File: src/hw/rtl/char_lcd_nibble_write_sequencer_macros.svh
// assertion helpers shared by the sequencer modules
`ifndef CHAR_LCD_NIBBLE_WRITE_SEQUENCER_MACROS_SVH
`define CHAR_LCD_NIBBLE_WRITE_SEQUENCER_MACROS_SVH

// same-cycle implication, checked out of reset
`define CLNWS_ASSERT_IMP(lbl, ck, rs, ante, cons) \
  lbl: assert property (@(posedge ck) disable iff (rs) (ante) |-> (cons)) \
    else $error("lcd sequencer check failed");

// next-cycle implication, checked out of reset
`define CLNWS_ASSERT_NXT(lbl, ck, rs, ante, cons) \
  lbl: assert property (@(posedge ck) disable iff (rs) (ante) |=> (cons)) \
    else $error("lcd sequencer check failed");

`endif

File: src/hw/rtl/clnws_pkg.sv
package clnws_pkg;

  localparam int CFG_W       = 10;
  localparam int HOLD_W      = 14;
  localparam int INIT_STEPS  = 10;
  localparam int STEP_W      = 4;
  localparam int QUEUE_DEPTH_DEF = 4;

  localparam logic [CFG_W-1:0]  STROBE_HOLD_RST = 10'd100;
  localparam logic [HOLD_W-1:0] IDLE_HOLD_US    = 14'd100;
  localparam logic [HOLD_W-1:0] POWER_UP_US     = 14'd15000;

  // request codes
  typedef enum logic [2:0] {
    OP_COMMAND  = 3'd0,
    OP_CHAR     = 3'd1,
    OP_CURSOR   = 3'd2,
    OP_CHAR_AT  = 3'd3,
    OP_INIT     = 3'd4
  } op_e;

  // one queued job: a full byte transfer or a single idle segment
  typedef struct packed {
    logic              idle;
    logic              rs;
    logic [7:0]        data;
    logic [HOLD_W-1:0] trail;
    logic              last;
  } job_t;

  // one pin segment as shown on the result ports
  typedef struct packed {
    logic              reg_select;
    logic              enable;
    logic [3:0]        nibble;
    logic              drive;
    logic [HOLD_W-1:0] hold_us;
    logic              last;
  } seg_t;

  // display line start addresses, line 1 at index 0
  function automatic logic [7:0] row_base(input logic [1:0] idx);
    logic [7:0] b;
    unique case (idx)
      2'd0: b = 8'h80;
      2'd1: b = 8'hC0;
      2'd2: b = 8'h94;
      default: b = 8'hD4;
    endcase
    return b;
  endfunction

  // power-up command bytes
  function automatic logic [7:0] init_byte(input logic [STEP_W-1:0] idx);
    logic [7:0] b;
    unique case (idx)
      4'd0, 4'd1: b = 8'h30;
      4'd2: b = 8'h32;
      4'd3: b = 8'h2B;
      4'd4: b = 8'h08;
      4'd5, 4'd8: b = 8'h0F;
      4'd6: b = 8'h01;
      4'd7: b = 8'h06;
      default: b = 8'h0C;
    endcase
    return b;
  endfunction

  // delay after each power-up command
  function automatic logic [HOLD_W-1:0] init_delay(input logic [STEP_W-1:0] idx);
    logic [HOLD_W-1:0] d;
    unique case (idx)
      4'd0: d = 14'd5000;
      4'd2: d = 14'd200;
      default: d = 14'd100;
    endcase
    return d;
  endfunction

endpackage

File: src/hw/rtl/char_lcd_nibble_write_sequencer.sv
// 4-bit character LCD write sequencer.
// Request channel: a request (op, byte_value, row, column) is taken at a
// rising edge with start high and busy low. Ops: command byte, character byte,
// cursor move, character at position, power-up initialisation.
// Result channel: each pin segment (reg_select, enable, nibble, drive,
// hold_us, last) is shown for exactly one cycle with strobe high; last marks
// the final segment of a request. The receiver cannot stall this channel.
// Path: request register, job queue, job register, output word register.
// Throughput: the segment sequencer emits one segment per cycle while jobs
// are queued; a byte transfer is five segments and initialisation 51. The
// request decoder queues one job per cycle into a 4-entry job queue while
// it is not full, so busy only rises for a multi-job request or a full queue.
// Codes 5 to 7 are taken and produce no segments.
// Config: APB register 0 (strobe_hold_us, reset 100) at byte address 0;
// write it only while no segments are pending.
// Reset clears the queue and sequencer and restores strobe_hold_us.
module char_lcd_nibble_write_sequencer import clnws_pkg::*; #(
  parameter int QUEUE_DEPTH = QUEUE_DEPTH_DEF
) (
  input  logic              clk,
  input  logic              rst,
  // request channel
  input  logic              start,
  output logic              busy,
  input  logic [2:0]        op,
  input  logic [7:0]        byte_value,
  input  logic [7:0]        row,
  input  logic [7:0]        column,
  // segment channel
  output logic              strobe,
  output logic              reg_select,
  output logic              enable,
  output logic [3:0]        nibble,
  output logic              drive,
  output logic [HOLD_W-1:0] hold_us,
  output logic              last,
  // config port
  input  logic              psel,
  input  logic              penable,
  input  logic              pwrite,
  input  logic [2:0]        paddr,
  input  logic [31:0]       pwdata,
  output logic [31:0]       prdata,
  output logic              pready
);

  logic             cfg_wr;
  logic             reg0_sel;
  logic [CFG_W-1:0] strobe_hold_us;
  logic             push;
  logic             full;
  job_t             push_job;
  logic             q_valid;
  job_t             q_job;
  logic             pop;
  seg_t             seg;

  // register file: word index in paddr[2], byte offset ignored
  assign pready   = 1'b1;
  assign reg0_sel = (paddr[2] == 1'b0);
  assign cfg_wr   = psel && penable && pwrite && pready;
  assign prdata   = reg0_sel ? {{(32-CFG_W){1'b0}}, strobe_hold_us} : 32'd0;

  always_ff @(posedge clk) begin
    if (rst) begin
      strobe_hold_us <= STROBE_HOLD_RST;
    end else if (cfg_wr && reg0_sel) begin
      strobe_hold_us <= pwdata[CFG_W-1:0];
    end
  end

  clnws_front u_front (
    .clk        (clk),
    .rst        (rst),
    .start      (start),
    .op         (op),
    .byte_value (byte_value),
    .row        (row),
    .column     (column),
    .busy       (busy),
    .push       (push),
    .job        (push_job),
    .full       (full)
  );

  clnws_fifo #(
    .DEPTH (QUEUE_DEPTH)
  ) u_fifo (
    .clk      (clk),
    .rst      (rst),
    .push     (push),
    .push_job (push_job),
    .full     (full),
    .pop      (pop),
    .valid    (q_valid),
    .pop_job  (q_job)
  );

  clnws_back u_back (
    .clk            (clk),
    .rst            (rst),
    .strobe_hold_us (strobe_hold_us),
    .q_valid        (q_valid),
    .q_job          (q_job),
    .pop            (pop),
    .seg_valid      (strobe),
    .seg            (seg)
  );

  // segment word onto the pins
  assign reg_select = seg.reg_select;
  assign enable     = seg.enable;
  assign nibble     = seg.nibble;
  assign drive      = seg.drive;
  assign hold_us    = seg.hold_us;
  assign last       = seg.last;

endmodule

File: src/hw/rtl/clnws_front.sv
module clnws_front import clnws_pkg::*; (
  input  logic       clk,
  input  logic       rst,
  input  logic       start,
  input  logic [2:0] op,
  input  logic [7:0] byte_value,
  input  logic [7:0] row,
  input  logic [7:0] column,
  output logic       busy,
  output logic       push,
  output job_t       job,
  input  logic       full
);

  `include "char_lcd_nibble_write_sequencer_macros.svh"

  logic              active;
  logic [2:0]        req_op;
  logic [7:0]        req_byte;
  logic [7:0]        req_row;
  logic [7:0]        req_col;
  logic [STEP_W-1:0] step;
  logic              fin;
  logic              accept;
  logic              row_ok;
  logic [7:0]        cursor_cmd;
  logic [1:0]        base_idx;
  logic [STEP_W-1:0] init_idx;
  job_t              cursor_job;

  // cursor address command or idle segment for a bad line
  always_comb begin
    row_ok     = (req_row >= 8'd1) && (req_row <= 8'd4);
    base_idx   = 2'(req_row - 8'd1);
    cursor_cmd = row_base(base_idx) + req_col - 8'd1;
    cursor_job = '0;
    cursor_job.idle  = !row_ok;
    cursor_job.data  = row_ok ? cursor_cmd : 8'h00;
    cursor_job.trail = IDLE_HOLD_US;
  end

  // job for the current step of the held request
  always_comb begin
    job      = '0;
    fin      = 1'b1;
    init_idx = step - 4'd1;
    unique case (req_op)
      OP_COMMAND: begin
        job.data = req_byte;
      end
      OP_CHAR: begin
        job.rs   = 1'b1;
        job.data = req_byte;
      end
      OP_CURSOR: begin
        job = cursor_job;
      end
      OP_CHAR_AT: begin
        if (step == '0) begin
          job = cursor_job;
          fin = 1'b0;
        end else begin
          job.rs   = 1'b1;
          job.data = req_byte;
        end
      end
      OP_INIT: begin
        if (step == '0) begin
          job.idle  = 1'b1;
          job.trail = POWER_UP_US;
        end else begin
          job.data  = init_byte(init_idx);
          job.trail = init_delay(init_idx);
        end
        fin = (step == STEP_W'(INIT_STEPS));
      end
      default: begin
        fin = 1'b1;
      end
    endcase
    job.last = fin;
  end

  assign push   = active && !full;
  assign busy   = active && !(push && fin);
  assign accept = start && !busy;

  // request holding register and step counter
  always_ff @(posedge clk) begin
    if (rst) begin
      active <= 1'b0;
      step   <= '0;
    end else if (accept) begin
      active <= (op <= OP_INIT);
      step   <= '0;
    end else if (push) begin
      if (fin) begin
        active <= 1'b0;
      end else begin
        step <= step + 4'd1;
      end
    end
  end

  always_ff @(posedge clk) begin
    if (accept) begin
      req_op   <= op;
      req_byte <= byte_value;
      req_row  <= row;
      req_col  <= column;
    end
  end

  `CLNWS_ASSERT_NXT(a_accept_arms, clk, rst, accept && (op <= OP_INIT), active && (step == '0))
  `CLNWS_ASSERT_IMP(a_step_range, clk, rst, active, step <= STEP_W'(INIT_STEPS))

endmodule

File: src/hw/rtl/clnws_fifo.sv
module clnws_fifo import clnws_pkg::*; #(
  parameter int DEPTH = QUEUE_DEPTH_DEF
) (
  input  logic clk,
  input  logic rst,
  input  logic push,
  input  job_t push_job,
  output logic full,
  input  logic pop,
  output logic valid,
  output job_t pop_job
);

  `include "char_lcd_nibble_write_sequencer_macros.svh"

  localparam int PTR_W = (DEPTH > 1) ? $clog2(DEPTH) : 1;
  localparam int CNT_W = $clog2(DEPTH + 1);
  localparam logic [PTR_W-1:0] PTR_LAST = PTR_W'(DEPTH - 1);
  localparam logic [CNT_W-1:0] CNT_FULL = CNT_W'(DEPTH);

  job_t             entries [DEPTH];
  logic [PTR_W-1:0] wr_ptr;
  logic [PTR_W-1:0] rd_ptr;
  logic [CNT_W-1:0] count;

  assign full    = (count == CNT_FULL);
  assign valid   = (count != '0);
  assign pop_job = entries[rd_ptr];

  // storage
  always_ff @(posedge clk) begin
    if (push) begin
      entries[wr_ptr] <= push_job;
    end
  end

  // pointers and fill count
  always_ff @(posedge clk) begin
    if (rst) begin
      wr_ptr <= '0;
      rd_ptr <= '0;
      count  <= '0;
    end else begin
      if (push) begin
        wr_ptr <= (wr_ptr == PTR_LAST) ? '0 : wr_ptr + 1'b1;
      end
      if (pop) begin
        rd_ptr <= (rd_ptr == PTR_LAST) ? '0 : rd_ptr + 1'b1;
      end
      if (push && !pop) begin
        count <= count + 1'b1;
      end else if (pop && !push) begin
        count <= count - 1'b1;
      end
    end
  end

  `CLNWS_ASSERT_IMP(a_no_overflow, clk, rst, push, !full)
  `CLNWS_ASSERT_IMP(a_no_underflow, clk, rst, pop, valid)
  `CLNWS_ASSERT_NXT(a_count_up, clk, rst, push && !pop, count == $past(count) + 1'b1)

endmodule

File: src/hw/rtl/clnws_back.sv
module clnws_back import clnws_pkg::*; (
  input  logic             clk,
  input  logic             rst,
  input  logic [CFG_W-1:0] strobe_hold_us,
  input  logic             q_valid,
  input  job_t             q_job,
  output logic             pop,
  output logic             seg_valid,
  output seg_t             seg
);

  `include "char_lcd_nibble_write_sequencer_macros.svh"

  // segment of a byte transfer
  typedef enum logic [4:0] {
    SEG_CLEAR      = 5'b00001,
    SEG_HIGH       = 5'b00010,
    SEG_LOW_SETUP  = 5'b00100,
    SEG_LOW_STROBE = 5'b01000,
    SEG_RELEASE    = 5'b10000
  } phase_t;

  logic              active;
  job_t              cur;
  phase_t            phase;
  phase_t            phase_next;
  logic              done;
  logic [HOLD_W-1:0] strobe_hold;
  seg_t              seg_next;

  assign strobe_hold = HOLD_W'(strobe_hold_us);
  assign done        = active && (cur.idle || (phase == SEG_RELEASE));
  assign pop         = q_valid && (!active || done);

  // segment order
  always_comb begin
    unique case (phase)
      SEG_CLEAR:      phase_next = SEG_HIGH;
      SEG_HIGH:       phase_next = SEG_LOW_SETUP;
      SEG_LOW_SETUP:  phase_next = SEG_LOW_STROBE;
      SEG_LOW_STROBE: phase_next = SEG_RELEASE;
      default:        phase_next = SEG_CLEAR;
    endcase
  end

  // pin levels for the current segment
  always_comb begin
    seg_next            = '0;
    seg_next.reg_select = cur.rs;
    seg_next.last       = cur.last && done;
    if (cur.idle) begin
      seg_next.reg_select = 1'b0;
      seg_next.hold_us    = cur.trail;
    end else begin
      unique case (phase)
        SEG_CLEAR: begin
          seg_next.drive   = 1'b1;
          seg_next.hold_us = strobe_hold;
        end
        SEG_HIGH: begin
          seg_next.enable  = 1'b1;
          seg_next.nibble  = cur.data[7:4];
          seg_next.drive   = 1'b1;
          seg_next.hold_us = strobe_hold;
        end
        SEG_LOW_SETUP: begin
          seg_next.nibble  = cur.data[3:0];
          seg_next.drive   = 1'b1;
        end
        SEG_LOW_STROBE: begin
          seg_next.enable  = 1'b1;
          seg_next.nibble  = cur.data[3:0];
          seg_next.drive   = 1'b1;
          seg_next.hold_us = strobe_hold;
        end
        default: begin
          seg_next.hold_us = cur.trail;
        end
      endcase
    end
  end

  // job register and segment sequencer
  always_ff @(posedge clk) begin
    if (rst) begin
      active <= 1'b0;
      phase  <= SEG_CLEAR;
    end else if (pop) begin
      active <= 1'b1;
      phase  <= SEG_CLEAR;
    end else if (done) begin
      active <= 1'b0;
      phase  <= SEG_CLEAR;
    end else if (active) begin
      phase <= phase_next;
    end
  end

  always_ff @(posedge clk) begin
    if (pop) begin
      cur <= q_job;
    end
  end

  // output word register
  always_ff @(posedge clk) begin
    if (rst) begin
      seg_valid <= 1'b0;
    end else begin
      seg_valid <= active;
    end
  end

  always_ff @(posedge clk) begin
    seg <= seg_next;
  end

  `CLNWS_ASSERT_NXT(a_pop_starts, clk, rst, pop, active && (phase == SEG_CLEAR))
  `CLNWS_ASSERT_IMP(a_phase_byte, clk, rst, phase != SEG_CLEAR, active && !cur.idle)
  `CLNWS_ASSERT_IMP(a_enable_drives, clk, rst, seg_valid && seg.enable, seg.drive)

endmodule
File: config.mk
export PLATFORM = sky130hd
export DESIGN_NAME = char_lcd_nibble_write_sequencer
export DESIGN_NICKNAME = d
export VERILOG_FILES = /design/src/hw/rtl/clnws_pkg.sv /design/src/hw/rtl/char_lcd_nibble_write_sequencer.sv /design/src/hw/rtl/clnws_front.sv /design/src/hw/rtl/clnws_fifo.sv /design/src/hw/rtl/clnws_back.sv
export VERILOG_INCLUDE_DIRS = /design/src /design/src/hw/rtl
export SDC_FILE = /design/constraint.sdc
export NUM_CORES = 1
export LEC_CHECK = 0
export ABC_AREA = 0
export BUFFER_PORTS_ARGS = -buffer_cell sky130_fd_sc_hd__clkbuf_2
export CAP_MARGIN = 20
export CORE_MARGIN = 5
export CORE_UTILIZATION = 45
export CTS_CLUSTER_DIAMETER = 60
export DETAILED_ROUTE_END_ITERATION = 10
export GPL_ROUTABILITY_DRIVEN = 0
export HOLD_SLACK_MARGIN = 0.06
export PLACE_DENSITY = 0.69
export SLEW_MARGIN = 20
export SYNTH_ARGS = -nofsm -noshare
export SYNTH_HDL_FRONTEND = slang
export SYNTH_SLANG_ARGS = --single-unit
File: constraint.sdc
create_clock -name clk -period 6.7 [get_ports clk]
set_input_delay 0.335 -clock clk [delete_from_list [all_inputs] [get_ports clk]]
set_output_delay 0.335 -clock clk [all_outputs]
set_load 0.02 [all_outputs]
# --- Yosys cells after proc, flatten, opt, wreduce, memory -nomap -nowiden ---
# Memory sizes are Yosys's and may differ from the RTL's. A register that Yosys moved wholly into a read port is not among the register bits.
# Cells that the tools add are included.
totals:
  reg_bits: 78
  ramBits: 100
  mem_bits_ro: 96
  n_memories: 2
classes:
  add_sub_neg: 9
  order_cmp: 3
  n_eq_ne: 16
  mux: 33
  n_bitwise: 2
  n_reduce_logical: 40
memory_table:
  columns: ["name", "depth", "width", "rd", "rd_clocked_by_memory_dff", "wr", "line_no", "source"]
  rows:
  - ["u_fifo.entries", 4, 25, 1, 1, 1, "clnws_fifo.sv:21", "job_t entries [DEPTH];"]
  - ["(no name shown)", 16, 6, 1, 0, 0, "clnws_pkg.sv:56", "unique case (idx)"]
op_table:
  columns: ["op", "n"]
  rows:
  - ["one-hot mux 14 bit (3 select lines)", 1]
  - ["one-hot mux 8 bit (4 select lines)", 1]
  - ["2-to-1 mux 14 bit", 2]
  - ["one-hot mux 14 bit (2 select lines)", 1]
  - ["one-hot mux 13 bit (2 select lines)", 1]
  - ["2-to-1 mux 8 bit", 3]
  - ["one-hot mux 7 bit (3 select lines)", 1]
  - ["one-hot mux 5 bit (4 select lines)", 1]
  - ["logical AND 1 bit", 13]
  - ["2-to-1 mux 1 bit", 12]
  - ["2-to-1 mux 10 bit", 1]
  - ["2-to-1 mux 9 bit", 1]
  - ["adder 8 bit", 1]
  - [">= comparator 8 x 1 -> 1 bit (second input constant)", 1]
  - ["less-or-equal comparator 8 x 3 -> 1 bit (second input constant)", 1]
  - ["zero test 4 bit", 2]
  - ["one-hot mux 4 bit (2 select lines)", 1]
  - ["nonzero test 2 bit", 4]
  - ["OR reduction 2 bit", 4]
  - ["subtractor 8 x 1 -> 8 bit (second input constant)", 1]
  - ["zero test 1 bit", 7]
  - ["equality test 2 bit (second input constant)", 3]
  - ["equality test 3 x 2 -> 1 bit (second input constant)", 2]
  - ["equality test 3 bit (second input constant)", 2]
  - ["28 further kinds", 36]

# --- Longest topological paths before layout ---
depth:
  depth_word: 10
  depth_mapped: 11

# --- Cells and area by module ---
# From an unflattened synthesis, not the netlist that was laid out.
hier_totals:
  hier_cells: 568
  area_unflattened_um2: 8769.7
by_module_without_submodules:
  columns: ["mod", "instances", "cells_per_inst", "area_per_inst_um2", "seq_area_each_um2"]
  rows:
  - ["clnws_fifo", 1, 175, 4092.7, 3183.1]
  - ["clnws_back", 1, 133, 2014.4, 1331.3]
  - ["clnws_front", 1, 180, 1976.9, 910.9]
  - ["char_lcd_nibble_write_sequencer", 1, 80, 685.7, 200.2]

# --- Least setup slack after synthesis ---
# OpenSTA, ideal clock, no wires.
synth_timing:
  path_kind: "register -> register"
  start: "register u_back.cur[24] (netlist name)"
  end: "register u_fifo.count[2]"
  setup_time_ps: 70
  t_arrival_ps: 2571
  required_time_ps: 6630
  path_slack_ps: 4059
  stages_incl_launch_ff: 11
  n_path_buf: 1
  period_less_slack_ps: 2641
  path_cell_list: "edfxtp_1 clkbuf_1 a311oi_1 nor2_1 inv_1 ha_1 inv_1 fa_1 xor2_1 or3_1 a21oi_1"
synth_between:
  elab_chain_cells: 7
  elab_cells_between_ends: 9
  cone_classes: "mux: 1; reduce/logical: 8"
synth_rtl:
  columns: ["item", "line_no", "source"]
  rows:
  - ["logical OR 1 bit *", "clnws_back.sv:32", "assign done = active && (cur.idle || (phase == SEG_RELEASE));"]
  - ["logical AND 1 bit *", "clnws_back.sv:32", null]
  - ["logical OR 1 bit *", "clnws_back.sv:33", "assign pop = q_valid && (!active || done);"]
  - ["logical AND 1 bit *", "clnws_back.sv:33", null]
  - ["named net pop", "char_lcd_nibble_write_sequencer.sv:55", "logic pop;"]
  - ["zero test 1 bit", "clnws_fifo.sv:50", "if (push && !pop) begin"]
  - ["logical AND 1 bit", "clnws_fifo.sv:50", null]
  - ["2-to-1 mux 3 bit / nonzero test 2 bit (equally long branches)", null, null]
  - ["to (signal assigned)", "clnws_fifo.sv:51", "count <= count + 1'b1;"]
  - ["to (signal assigned)", "clnws_fifo.sv:53", "count <= count - 1'b1;"]
  - ["to (decl)", "clnws_fifo.sv:24", "logic [CNT_W-1:0] count;"]
# Mark *: on every way through the listed nets, which the timed path passes. The rest lies on a longest branch.
# A chain may end at the register's enable or synchronous reset.

# --- Final worst setup path ---
layout_timing:
  start: "register u_back.phase[3]"
  end: "register u_fifo.count[2]"
layout_between:
  elab_chain_cells: 8
  elab_cells_between_ends: 10
  cone_classes: "eq/ne: 1; mux: 1; reduce/logical: 8"
layout_rtl:
  columns: ["item", "line_no", "source"]
  rows:
  - ["from (decl)", "clnws_back.sv:25", "phase_t phase;"]
  - ["from (signal assigned)", "clnws_back.sv:95", "phase <= phase_next;"]
  - ["equality test 5 bit *", "clnws_back.sv:32", null]
  - ["logical OR 1 bit *", "clnws_back.sv:32", null]
  - ["logical AND 1 bit *", "clnws_back.sv:32", null]
  - ["logical OR 1 bit *", "clnws_back.sv:33", null]
  - ["logical AND 1 bit *", "clnws_back.sv:33", null]
  - ["named net pop", "char_lcd_nibble_write_sequencer.sv:55", null]
  - ["zero test 1 bit", "clnws_fifo.sv:50", null]
  - ["logical AND 1 bit", "clnws_fifo.sv:50", null]
  - ["2-to-1 mux 3 bit / nonzero test 2 bit (equally long branches)", null, null]
# Marked as above.

==> results.md <==
- Syn Std Cell Area: 6900 µm²
- Clock Latency Late Sink: 0.42 ns
- Sequential power share: 0.468
- RSZ-0062 raised after global routing: false
- Sequential area share after synthesis: 0.630
- Synth Flop Type: edfxtp_1
- Worst setup EP type: flop
- DP Wirelength: 8.55 mm
- Site Rows: 45
- Mean Syn Cell Area: 13.4 µm²
- Fin crit share: 0.412
- Reg2reg setup slack: 3.94 ns
- Io pins: 125
- WL per Instance: 15.3 µm
- Status: completed
- Max clock buf depth: 2
- Hold buffer count at cts: 0
- Filler cell count: 1260
- Total track usage: 0.141
- Netlist cell types: 63
- Global-route wire length before repair: 19.8 mm
- Leak Pwr: 3.08 nW
- Die area: 17900 µm²
- N_diodes: 0
- Die X: 134 µm
- Worst R2R Path Depth: 10
- Max rail drop VDD: 204 µV
- Final Hold Fails: 0
- CP Class: flop to flop
- Met2 WL: 6.07 mm
- CTS buffer count: 17
- MaxCap Viol Count: 0
- Async SR Flop Fraction: 0
- Worst Hold Class: primary input to flop
- Drt total wl: 12.1 mm
- Max-slew violation count: 0
- Top-count cell post-synth: edfxtp_1
- Reg2reg end: u_fifo.count[2]
- Fin cells: 790
- Psw: 0.789 mW
- Port Buffers: 76
- Area grow syn2layout: 15.2%
- Sw Ratio: 0.277
- Met1 WL: 5.21 mm
- Core Region: 15100 µm²
- Internal power: 2.07 mW
- Synth area leader: edfxtp_1
- Top layer in use: met4
- Via count: 4118
- CP Max Fanout: 11
- Yosys top cell area share: 0.487
- Ratio of cells with drive above 1 in the final layout: 0.234
- Fmax: 362 MHz
- Min-Delay Path Depth: 1
- Clock share of power: 0.338
- Pin count of the biggest net entering global routing: 28
- Commonest cells post-synth: edfxtp_1 (112), dfxtp_1 (49), nand2_1 (32), nor2_1 (27), a21oi_1 (26)
- Met3 routed WL: 778 µm
- Final min period: 2.76 ns
- Clock Skews: 0.00916 ns
- DR vias/cell: 5.21
- Hold Path Sink: u_front.req_col[6]
- Cell Pwr Density: 359 nW/µm²
- Area of the multi-input gates: 2260 µm²
- Crit path required time: 7.04 ns
- DRT antenna net count: 0
- Sequential cell area: 4340 µm²
- Initial core utilization: 0.456
- Cts repair resizes: 0
- CTS tree: yes
- Pre-antenna DRT Iters: 4
- Crit path largest cell delay: 0.57 ns
- Post-CTS setup buffers: 0
- Post-Synthesis Cells: 515
- Slowest CP cell: dfxtp_1
- Crit path DAT: 3.10 ns
- Initial antenna violation count: 0
- Number of synthesized flops with an enable pin: 112
- YS warnings: 0
- Cell Chain, Critical Path: nor2_1 > a311oi_1 > nor2_1 > inv_1 > ha_1 > inv_1 > fa_1 > xor2_1 > or3_1 > a21oi_1
- Final setup violation count: 0
- Largest cells by area after synthesis: edfxtp_1 (49%), dfxtp_1 (14%), mux4_2 (5.5%), ha_1 (3.8%), buf_4 (2.7%)
- CTS Sinks: 161
- TNS Setup: 0 ns
- GRT Residual Overflow: 0
- Clock root buffer: clkbuf_16
- Slew headroom: 0.370
- Cells after DPL: 758
- Drt drc: 0
- Die Span Y: 134 µm
- Vias in the first global route: 4071
- R2r startpoint: u_back.phase[3]
- Crit start category: flop
- H-tree depth: 4
- # nets final: 680
- Comb pwr share: 0.195
- DR iter-0 viols: 182
- Hold Path Origin: column[6]
- Clock transition at path regs: 0.06 ns
- Slew @ Worst Pin: 0.944 ns
- Synthesized flop and latch total: 161
-- area by class of cell --
cell class | count | area share
Clock buffer | 24 | 0.0700
Inverter | 26 | 0.0123
Sequential cell | 161 | 0.546
Tap cell | 188 | 0.0296
Timing Repair Buffer | 78 | 0.0497
Clock inverter | 8 | 0.00708
Multi-Input combinational cell | 305 | 0.285
-- layout by cell type, fill, tap and decap left out, types with 8 or more instances in the layout --
cell type  netlist  layout
nand2_1         32      32
a21oi_1         26      26
inv_1           25      26
ha_1            21      21
conb_1           2      24
mux4_2          17      17
clkbuf_2         0      76
edfxtp_1       112     112
a22o_1           8       8
clkbuf_16        0      21
o21ai_0         17      17
dfxtp_1         49      49
nor2b_1         13      13
nor2_1          27      27
-- worst max-delay path: cells and delay by family, from the launching register on --
kind	cells	cell delay (ns)
flip-flops	1	0.57
AO/OA/AOI/OAI	2	0.69
AND/OR/NAND/NOR	3	0.56
buffers and inverters	2	0.14
XOR/XNOR	1	0.17
adder cells (fa/ha/maj)	2	0.55
-- power groups by stage --
stage / clock network, mW / registers, mW / logic [mW]
final: 0.965 / 1.33 / 0.556
after global routing: 1.02 / 1.35 / 0.619
after detailed placement: 0 / 1.36 / 0.560
after global placement: 0 / 1.35 / 0.541
after CTS: 0.987 / 1.34 / 0.562
after floorplan: 0 / 1.35 / 0.420
-- how the worst max path moves through the flow --
stage | from | endpoint | slack (ns) | cells after the start
6_report | u_back.phase[3] | u_fifo.count[2] | 3.94 | 10
5_1_grt | u_back.active | u_fifo.count[2] | 3.75 | 10
4_1_cts | u_front.step[0] | u_front.req_col[3] | 3.72 | 7
3_5_place_dp | u_front.step[0] | u_front.req_byte[6] | 3.73 | 7
3_3_place_gp | u_front.step[0] | u_front.req_byte[5] | 3.82 | 7
2_1_floorplan | u_back.cur[24] | u_fifo.count[2] | 4.06 | 10
-- registers in the layout (all words and copies together) (netlist names), 4 cells and up --
| name | cells |
|---|---|
| u_front.step | 4 |
| u_back.seg | 20 |
| u_front.req_col | 8 |
| u_front.req_byte | 8 |
| u_back.cur | 17 |
| strobe_hold_us | 10 |
| u_back.phase | 5 |
| u_front.req_row | 8 |
| u_fifo.entries | 68 |
-- kinds of logic (layout without fill, tap and decap cells) --
| family | Yosys count | count (layout) | share of synthesized area |
|---|---|---|---|
| buffers and inverters | 71 | 136 | 0.0542 |
| multiplexers | 20 | 20 | 0.0598 |
| XOR/XNOR | 10 | 10 | 0.0127 |
| adder cells (fa/ha/maj) | 23 | 23 | 0.0439 |
| AND/OR/NAND/NOR | 134 | 134 | 0.105 |
| other | 2 | 24 | 0.00109 |
| AO/OA/AOI/OAI | 94 | 94 | 0.0936 |
| flip-flops | 161 | 161 | 0.630 |
-- metal layers --
metal  global-route usage  vias up
met4               0.0617        0
met3               0.0443        2
met2                0.230      125
met5                    0        -
li1                     -     2007
met1                0.174     1984
-- metrics by stage --
stage	hold slack [ns]	total power [mW]	setup slack (ns)	utilization	cell area, µm²
2_1_floorplan	0.429	1.77	4.06	-	6980
3_3_place_gp	0.450	1.89	3.82	0.484	7340
3_5_place_dp	0.461	1.92	3.73	0.484	7340
4_1_cts	0.0621	2.88	3.72	0.525	7950
5_1_grt	0.0620	3.00	3.75	0.525	7950
6_report	0.0867	2.85	3.94	0.525	7950
No activity file was read; power rests on OpenSTA's default activity.
